**src/sorted_set_insert_delete_member_top_assert.svh**
```systemverilog
// assertion macros shared by the sorted set rtl
// no dependencies; included by the modules that carry assertions
`ifndef SORTED_SET_INSERT_DELETE_MEMBER_TOP_ASSERT_SVH
`define SORTED_SET_INSERT_DELETE_MEMBER_TOP_ASSERT_SVH

// same-cycle implication, checked outside reset
`define SSIDM_ASSERT_SAME(label, clk, rst, ante, cons, msg) \
  label: assert property (@(posedge clk) disable iff (rst) (ante) |-> (cons)) else $error(msg);

// next-cycle implication, checked outside reset
`define SSIDM_ASSERT_NEXT(label, clk, rst, ante, cons, msg) \
  label: assert property (@(posedge clk) disable iff (rst) (ante) |=> (cons)) else $error(msg);

`endif

```
**src/ssidm_pkg.sv**
```systemverilog
// shared types and codes for the sorted set block
// no dependencies; used by ssidm_cell and sorted_set_insert_delete_member_top
package ssidm_pkg;

  localparam int KEY_W = 32;
  localparam int CMD_W = 2;

  localparam logic [CMD_W-1:0] CMD_QUERY  = 2'd0;
  localparam logic [CMD_W-1:0] CMD_INSERT = 2'd1;
  localparam logic [CMD_W-1:0] CMD_DELETE = 2'd2;

  // what a transaction is doing as it walks down the chain
  typedef enum logic [3:0] {
    MODE_SEARCH = 4'b0001,
    MODE_INSERT = 4'b0010,
    MODE_DELETE = 4'b0100,
    MODE_DONE   = 4'b1000
  } mode_t;

  typedef struct packed {
    logic             vld;
    mode_t            mode;
    logic [CMD_W-1:0] cmd;
    logic [KEY_W-1:0] key;        // search key, or the carried key while inserting
    logic             full;       // store was full when the transaction started
    logic             success;
    logic             store_full;
  } tok_t;

endpackage

```
**src/ssidm_cell.sv**
```systemverilog
// one cell of the sorted key chain: holds one key and processes the passing token
// depends on ssidm_pkg
module ssidm_cell #(
  parameter int REM_W = 7
) (
  input  logic                        clk,
  input  logic                        rst,
  input  ssidm_pkg::tok_t             tok_in,
  input  logic [REM_W-1:0]            rem_in,
  input  logic [ssidm_pkg::KEY_W-1:0] right_key,
  output ssidm_pkg::tok_t             tok_out,
  output logic [REM_W-1:0]            rem_out,
  output logic [ssidm_pkg::KEY_W-1:0] key_out
);

  logic [ssidm_pkg::KEY_W-1:0] key;
  logic [ssidm_pkg::KEY_W-1:0] key_next;
  ssidm_pkg::tok_t             tok_next;
  logic [REM_W-1:0]            rem_next;
  logic                        occ;
  logic                        eq;
  logic [REM_W-1:0]            rem_dec;

  // rem counts occupied cells from this one onward
  assign occ     = (rem_in != '0);
  assign rem_dec = occ ? (rem_in - REM_W'(1)) : rem_in;
  assign eq      = occ && (key == tok_in.key);

  always_comb begin
    tok_next = tok_in;
    rem_next = rem_dec;
    key_next = key;
    if (tok_in.vld) begin
      case (tok_in.mode)
        ssidm_pkg::MODE_SEARCH: begin
          if (!(occ && ($signed(key) < $signed(tok_in.key)))) begin
            tok_next.mode = ssidm_pkg::MODE_DONE;
            case (tok_in.cmd)
              ssidm_pkg::CMD_QUERY: begin
                tok_next.success = eq;
              end
              ssidm_pkg::CMD_INSERT: begin
                if (eq) begin
                  tok_next.success = 1'b0;
                end else if (tok_in.full) begin
                  tok_next.store_full = 1'b1;
                end else begin
                  key_next         = tok_in.key;
                  tok_next.success = 1'b1;
                  if (occ) begin
                    // push the old key to the right
                    tok_next.mode = ssidm_pkg::MODE_INSERT;
                    tok_next.key  = key;
                  end
                end
              end
              ssidm_pkg::CMD_DELETE: begin
                if (eq) begin
                  tok_next.success = 1'b1;
                  key_next         = right_key;
                  if (rem_in != REM_W'(1)) begin
                    tok_next.mode = ssidm_pkg::MODE_DELETE;
                  end
                end
              end
              default: begin
              end
            endcase
          end
        end
        ssidm_pkg::MODE_INSERT: begin
          key_next = tok_in.key;
          if (occ) begin
            tok_next.key = key;
          end else begin
            tok_next.mode = ssidm_pkg::MODE_DONE;
          end
        end
        ssidm_pkg::MODE_DELETE: begin
          // close the gap from the right neighbor
          key_next = right_key;
          if (rem_in == REM_W'(1)) begin
            tok_next.mode = ssidm_pkg::MODE_DONE;
          end
        end
        default: begin
        end
      endcase
    end
  end

  always_ff @(posedge clk) begin
    key <= key_next;
    if (rst) begin
      tok_out.vld <= 1'b0;
    end else begin
      tok_out <= tok_next;
    end
    rem_out <= rem_next;
  end

  assign key_out = key;

endmodule

```
**config.mk**
```make
export PLATFORM = sky130hd
export DESIGN_NAME = ssidm_cell
export DESIGN_NICKNAME = d
export VERILOG_FILES = /design/src/sorted_set_insert_delete_member_top_assert.svh /design/src/ssidm_pkg.sv /design/src/ssidm_cell.sv
export SDC_FILE = /design/constraint.sdc
export NUM_CORES = 1
export LEC_CHECK = 0
export BUFFER_PORTS_ARGS = -buffer_cell sky130_fd_sc_hd__buf_2
export CORE_ASPECT_RATIO = 1.4
export CORE_UTILIZATION = 46
export DETAILED_ROUTE_END_ITERATION = 12
export PLACE_DENSITY_LB_ADDON = 0.3
export SYNTH_ARGS = -nofsm -noshare
export SYNTH_HDL_FRONTEND = slang
export SYNTH_SLANG_ARGS = --single-unit
```
**constraint.sdc**
```tcl
create_clock -name clk -period 4.2 [get_ports clk]
set_clock_uncertainty 0.1 [all_clocks]
set_input_delay 0.42 -clock clk [delete_from_list [all_inputs] [get_ports clk]]
set_output_delay 0.42 -clock clk [all_outputs]
set_load 0.005 [all_outputs]
```
### Word level (Yosys, flattened, before mapping)

Index checks and enable logic that the tools add are counted.

| word-level totals | value |
|---|---|
| register bits after elaboration | 81 |
| output and inout bits | 81 |

| operators by class | value |
|---|---|
| mux-type cells | 35 |
| reduce and logical (&&, ||, !) cells | 6 |
| $lt $le $gt $ge | 1 |
| equal/unequal tests | 13 |
| add/sub/neg operators | 1 |

Operators by type and width:

| cell | number |
|---|---|
| 2-to-1 mux 32 bit | 10 |
| case mux 32 bit (2 select lines) | 2 |
| case mux 32 bit (3 select lines) | 1 |
| 2-to-1 mux 4 bit | 9 |
| == test 32 bit | 1 |
| less-than comparator 32 bit | 1 |
| case mux 4 bit (3 select lines) | 1 |
| inequality test 3 bit, second input constant | 3 |
| case mux 4 bit (2 select lines) | 1 |
| == test 7 x 1 -> 1 bit, second input constant | 1 |
| 2-to-1 mux 7 bit | 1 |
| inequality test 7 x 1 -> 1 bit, second input constant | 1 |
| AND reduction 7 bit | 1 |
| nonzero test 7 bit | 1 |
| subtractor 7 x 1 -> 7 bit, second input constant | 1 |
| 2-to-1 mux 1 bit | 6 |
| 2-to-1 mux 2 bit | 3 |
| == test 4 x 1 -> 1 bit, second input constant | 1 |
| == test 4 x 2 -> 1 bit, second input constant | 1 |
| == test 4 x 3 -> 1 bit, second input constant | 1 |
| inequality test 3 x 2 -> 1 bit, second input constant | 1 |
| case mux 1 bit (3 select lines) | 1 |
| nonzero test 3 bit | 1 |
| == test 2 x 1 -> 1 bit, second input constant | 1 |
| other kinds (4) | 5 |

### Longest topological paths before layout

| logic depth | value |
|---|---|
| depth in word-level cells | 8 |
| mapped depth | 11 |

### Worst setup path before layout

No wires, ideal clock.

| path | value |
|---|---|
| path type | input to register |
| start | input port tok_in[32] (netlist name) |
| end | register key (netlist bit key_out[0]), enable pin |
| library setup time | 0.432 ns |
| stages | 10 |
| path slack | -0.042 ns |
| arrival | 3.710 ns |
| path through | inv_1 -> ha_1 -> a21o_1 -> a21o_1 -> a221oi_2 -> o21ai_1 -> or4_4 -> nand2_1 -> o21ai_0 -> a21oi_1 |

| on the way | value |
|---|---|
| longest elaborated chain between the ends | 4 |
| elaborated cells between the ends (all ways) | 8 |
| classes of those cells | order compare: 1; eq/ne: 4; reduce/logical: 3 |

RTL lines:

| element | line | text |
|---|---|---|
| from (decl) | ssidm_cell.sv:8 | `input ssidm_pkg::tok_t tok_in,` |
| less-than comparator 32 bit / == test 32 bit (equally long branches) | ssidm_cell.sv:36, ssidm_cell.sv:27 |  |
| logical AND 1 bit, on equally long branches | ssidm_cell.sv:36, ssidm_cell.sv:27 |  |
| inequality test 2 bit (no source line) / inequality test 3 bit (equally long branches) | -- |  |
| AND reduction 7 bit (no source line) (*) | -- |  |
| to (signal assigned) | ssidm_cell.sv:93 | `key <= key_next;` |
| to (decl) | ssidm_cell.sv:16 | `logic [ssidm_pkg::KEY_W-1:0] key;` |

Mark *: on every way between the ends. The rest lies on a longest branch, timed or not.
A chain may end at the register's enable or synchronous reset.

### Worst setup path in the final report

| path | value |
|---|---|
| start | register key (netlist bit key_out[7]) |
| end | register key (netlist bit key_out[19]), enable pin |

| on the way | value |
|---|---|
| longest elaborated chain between the ends | 4 |
| elaborated cells between the ends (all ways) | 8 |
| classes of those cells | order compare: 1; eq/ne: 4; reduce/logical: 3 |

RTL lines:

| element | line |
|---|---|
| less-than comparator 32 bit / == test 32 bit (equally long branches) | ssidm_cell.sv:36, ssidm_cell.sv:27 |
| logical AND 1 bit, on equally long branches | ssidm_cell.sv:36, ssidm_cell.sv:27 |
| inequality test 2 bit (no source line) / inequality test 3 bit (equally long branches) | -- |
| AND reduction 7 bit (no source line) (*) | -- |

Marks and branches as above.

==> reports/metrics.csv <==
stage,metric,value,unit
status,status,"complete, no violations",
detailed_routing,Via-to-Cell Ratio,5.09,
critical_path,Worst Reg-to-Reg Cells,10,
detailed_routing,via count,3549,
min_path,worst hold path cell count,2,
timing,RSZ-0062 raised after global routing,false,
power_and_ir_drop,clock share of power,40.7,%
clock_tree,Clock Latency Late Sink,0.34,ns
critical_path,Setup Crit Path Kind,flip-flop to flip-flop,
power_and_ir_drop,pwr dens,367,nW/µm²
critical_path,crit path capture type,flip-flop,
placed_design,DP HPWL,8210,µm
timing,slew margin rel.,39.5,%
yosys,Mapped Cells,392,
clock_tree,clk sink count,81,
timing,Worst Tran Pin Value,0.907,ns
floorplan,# IOs,164,
detailed_routing,final wirelength,10700,µm
floorplan,Die Wd,86.5,µm
critical_path,CP arrival,3.22,ns
layout,Multi-input gate area,2020,µm²
yosys,synthesized cell area,4600,µm²
global_route,first-pass GRT wire length,17100,µm
critical_path,worst-path fanout max,18,
power_and_ir_drop,Worst VDD drop,0.215,mV
layout,fin nets,680,
clock_tree,CTS tree,yes,
timing,FMAX,302,MHz
timing,final cycle utilization of the critical path,78.8,%
placed_design,Final GP Congestion,0.823,
global_route,initial antenna violation count,0,
power_and_ir_drop,Gate power share,14.4,%
yosys,number of synthesized flops with an enable pin,73,
min_path,min-delay src,rst,
layout,fillers,863,
timing,"Hold Vio Cnt, Final",0,
power_and_ir_drop,Psw,0.493,mW
timing,crit path time final,3.31,ns
global_route,Overall Global Routing Usage,21.6,%
detailed_routing,Wirelength per Cell,15.3,µm
floorplan,full die area,10400,µm²
yosys,fraction of registers with async set/reset,0,%
yosys,register area share after synthesis,51.1,%
floorplan,Core ar.,9560,µm²
power_and_ir_drop,sw frac,22.8,%
yosys,Synthesized Nets,513,
critical_path,CP required,4.12,ns
clock_tree,CTS Hold Buffers Added,0,
floorplan,Die H,120,µm
yosys,"Distinct cells, synth",48,
clock_tree,clk slew on worst S/H paths,0.06,ns
detailed_routing,Starting DRT DRC Count,145,
clock_tree,TritonCTS buffer count,9,
clock_tree,post-cts resize count,0,
clock_tree,# H-tree levels,3,
min_path,type of the most critical hold path,input port to flip-flop,
floorplan,Core Rows,42,
power_and_ir_drop,sequential share of power,44.9,%
power_and_ir_drop,total power,2.16,mW
detailed_routing,DR DRC count,0,
yosys,mean post-synth cell area,11.7,µm²
timing,"Slew Viols, Final",0,
critical_path,worst r2r dst,key_out[19]$_DFFE_PP_,
min_path,Worst Hold Endpoint,tok_out[41]$_SDFF_PP0_,
clock_tree,CTS Buffer Depth,2,
clock_tree,Root Driver,clkbuf_16,
layout,area growth from synthesis to layout,27.9,%
global_route,grt total ovfl,0,
power_and_ir_drop,leakage,2.73,nW
power_and_ir_drop,Internal,1.67,mW
yosys,Yosys reg bits,81,
clock_tree,setup bufs post-CTS,0,
yosys,yosys warns,0,
floorplan,starting density of the core,48.1,%
timing,Setup TNS,0,ns
job,Maximum Capacitance Violations,0,
timing,# setup viols final,0,
layout,register area,2350,µm²
layout,share of layout cells above drive strength 1,40.1,%
critical_path,r2r setup slk,0.89,ns
critical_path,r2r startpoint,key_out[7]$_DFFE_PP_,
global_route,vias in the first global route,3638,
global_route,largest net degree at the start of global routing,42,
critical_path,startpoint types,flip-flop,
detailed_routing,TritonRoute pass-1 iters,4,
yosys,Synth Flop Type,edfxtp_1,
placed_design,Port Buf Inserts,163,
detailed_routing,Antenna Violating Nets Remaining,0,
==> synthesized netlist by cell type (all sizes together), types with 2 or more instances <==
cell,n,area [µm²]
edfxtp,73,2190
buf,7,80.1
xor2,2,17.5
a21boi,3,22.5
mux2,33,484
nor2b,3,18.8
and4,2,17.5
o2111ai,2,17.5
xnor2,2,17.5
a21o,4,30.0
and2,3,18.8
nand2,48,180
ha,38,475
o31ai,3,22.5
nand2b,3,18.8
nand3,4,20.0
dfxtp,8,160
clkbuf,6,22.5
nand4,7,43.8
a21oi,17,88.8
a221oi,2,23.8
nor4,4,25.0
inv,39,146
o21ai,44,231
o21a,2,15.0
nor2,11,41.3
and3,2,12.5
nor3,5,25.0
or3,2,12.5
==> power groups by stage <==
stage               Clock, mW  Combinational (mW)  Sequential, mW
global placement            0               0.302           0.983
detailed placement          0               0.313           0.986
finish                  0.880               0.311           0.969
CTS                     0.892               0.315           0.970
floorplan                   0               0.167           0.988
global route            0.925               0.351           0.974
==> layer usage <==
metal | track usage [%] | share of wire (%) | up-vias
li1 | - | - | 1765
met1 | 24.7 | 40 | 1646
met2 | 38.2 | 53 | 120
met3 | 3.89 | 4.8 | 18
met4 | 10.3 | 2.1 | 0
met5 | 0 | 0 | -
==> sequential cells by signal, indices dropped and copies added, names as in the netlist <==
signal	flops
rem_out	7
tok_out	42
key_out	32
==> how the worst max path moves through the flow <==
stage                         startpoint                    end  slack, ns
global placement              tok_in[10]   key_out[5]$_DFFE_PP_       0.73
CTS                 key_out[7]$_DFFE_PP_  key_out[19]$_DFFE_PP_       0.84
global route        key_out[7]$_DFFE_PP_   key_out[6]$_DFFE_PP_       0.68
detailed placement            tok_in[10]  key_out[17]$_DFFE_PP_       0.71
finish              key_out[7]$_DFFE_PP_  key_out[19]$_DFFE_PP_       0.89
floorplan                     tok_in[32]   key_out[0]$_DFFE_PP_       0.65
==> worst max-delay path: stages, from the launching register on <==
cell and delay, ns:
edfxtp_1 0.41, ha_1 0.31, a21oi_1 0.16, o21ai_0 0.13, a221oi_1 0.37, o21ai_1 0.15
or4_4 0.51, nand2_1 0.17, o21ai_0 0.16, a21oi_4 0.20, buf_4 0.30
==> metrics by stage <==
step | util, % | setup WS [ns] | instances | area [µm²] | hold slack [ns]
2_1_floorplan | - | 0.646 | 392 | 4610 | 0.392
3_3_place_gp | 58.0 | 0.731 | 680 | 5550 | 0.492
3_5_place_dp | 58.0 | 0.706 | 680 | 5550 | 0.498
4_1_cts | 61.5 | 0.845 | 696 | 5880 | 0.152
5_1_grt | 61.5 | 0.677 | 696 | 5880 | 0.168
6_report | 61.5 | 0.892 | 697 | 5880 | 0.161
==> area by class of cell <==
cell class	instances	share of cell area, %
multi-input combinational	259	34.4
sequential	81	40.0
inverter	39	2.49
antenna	1	0.0425
clock buffer	9	3.83
clock inverter	7	1.85
tap	132	2.81
timing repair buffer	169	14.6
==> cells by family (layout without fill, tap and decap cells) <==
group | Yosys count | count (layout) | synth area share, %
AOI/OAI and AO/OA | 84 | 84 | 11.1
xor gates and xnor gates | 4 | 4 | 0.761
adders and majority gates | 38 | 38 | 10.3
buffers and inverters | 52 | 224 | 5.41
DFF | 81 | 81 | 51.1
muxes | 34 | 34 | 10.7
other | 0 | 1 | 0
and+or+nand+nor | 99 | 99 | 10.5
==> placed cells by master (no fill, tap or decap), types with 4 or more instances in the layout <==
cell type | Yosys | layout
a21o_1 | 4 | 4
a21oi_1 | 16 | 15
buf_2 | 4 | 163
buf_4 | 0 | 6
clkbuf_16 | 0 | 9
dfxtp_1 | 8 | 8
edfxtp_1 | 73 | 73
ha_1 | 38 | 38
inv_1 | 39 | 38
mux2_4 | 30 | 30
nand2_1 | 48 | 48
nand3_1 | 4 | 4
nand4_1 | 7 | 7
nor2_1 | 11 | 11
nor3_1 | 5 | 5
nor4_1 | 4 | 4
o21ai_0 | 40 | 40
Note: power is estimated with default switching activity, not from simulation.
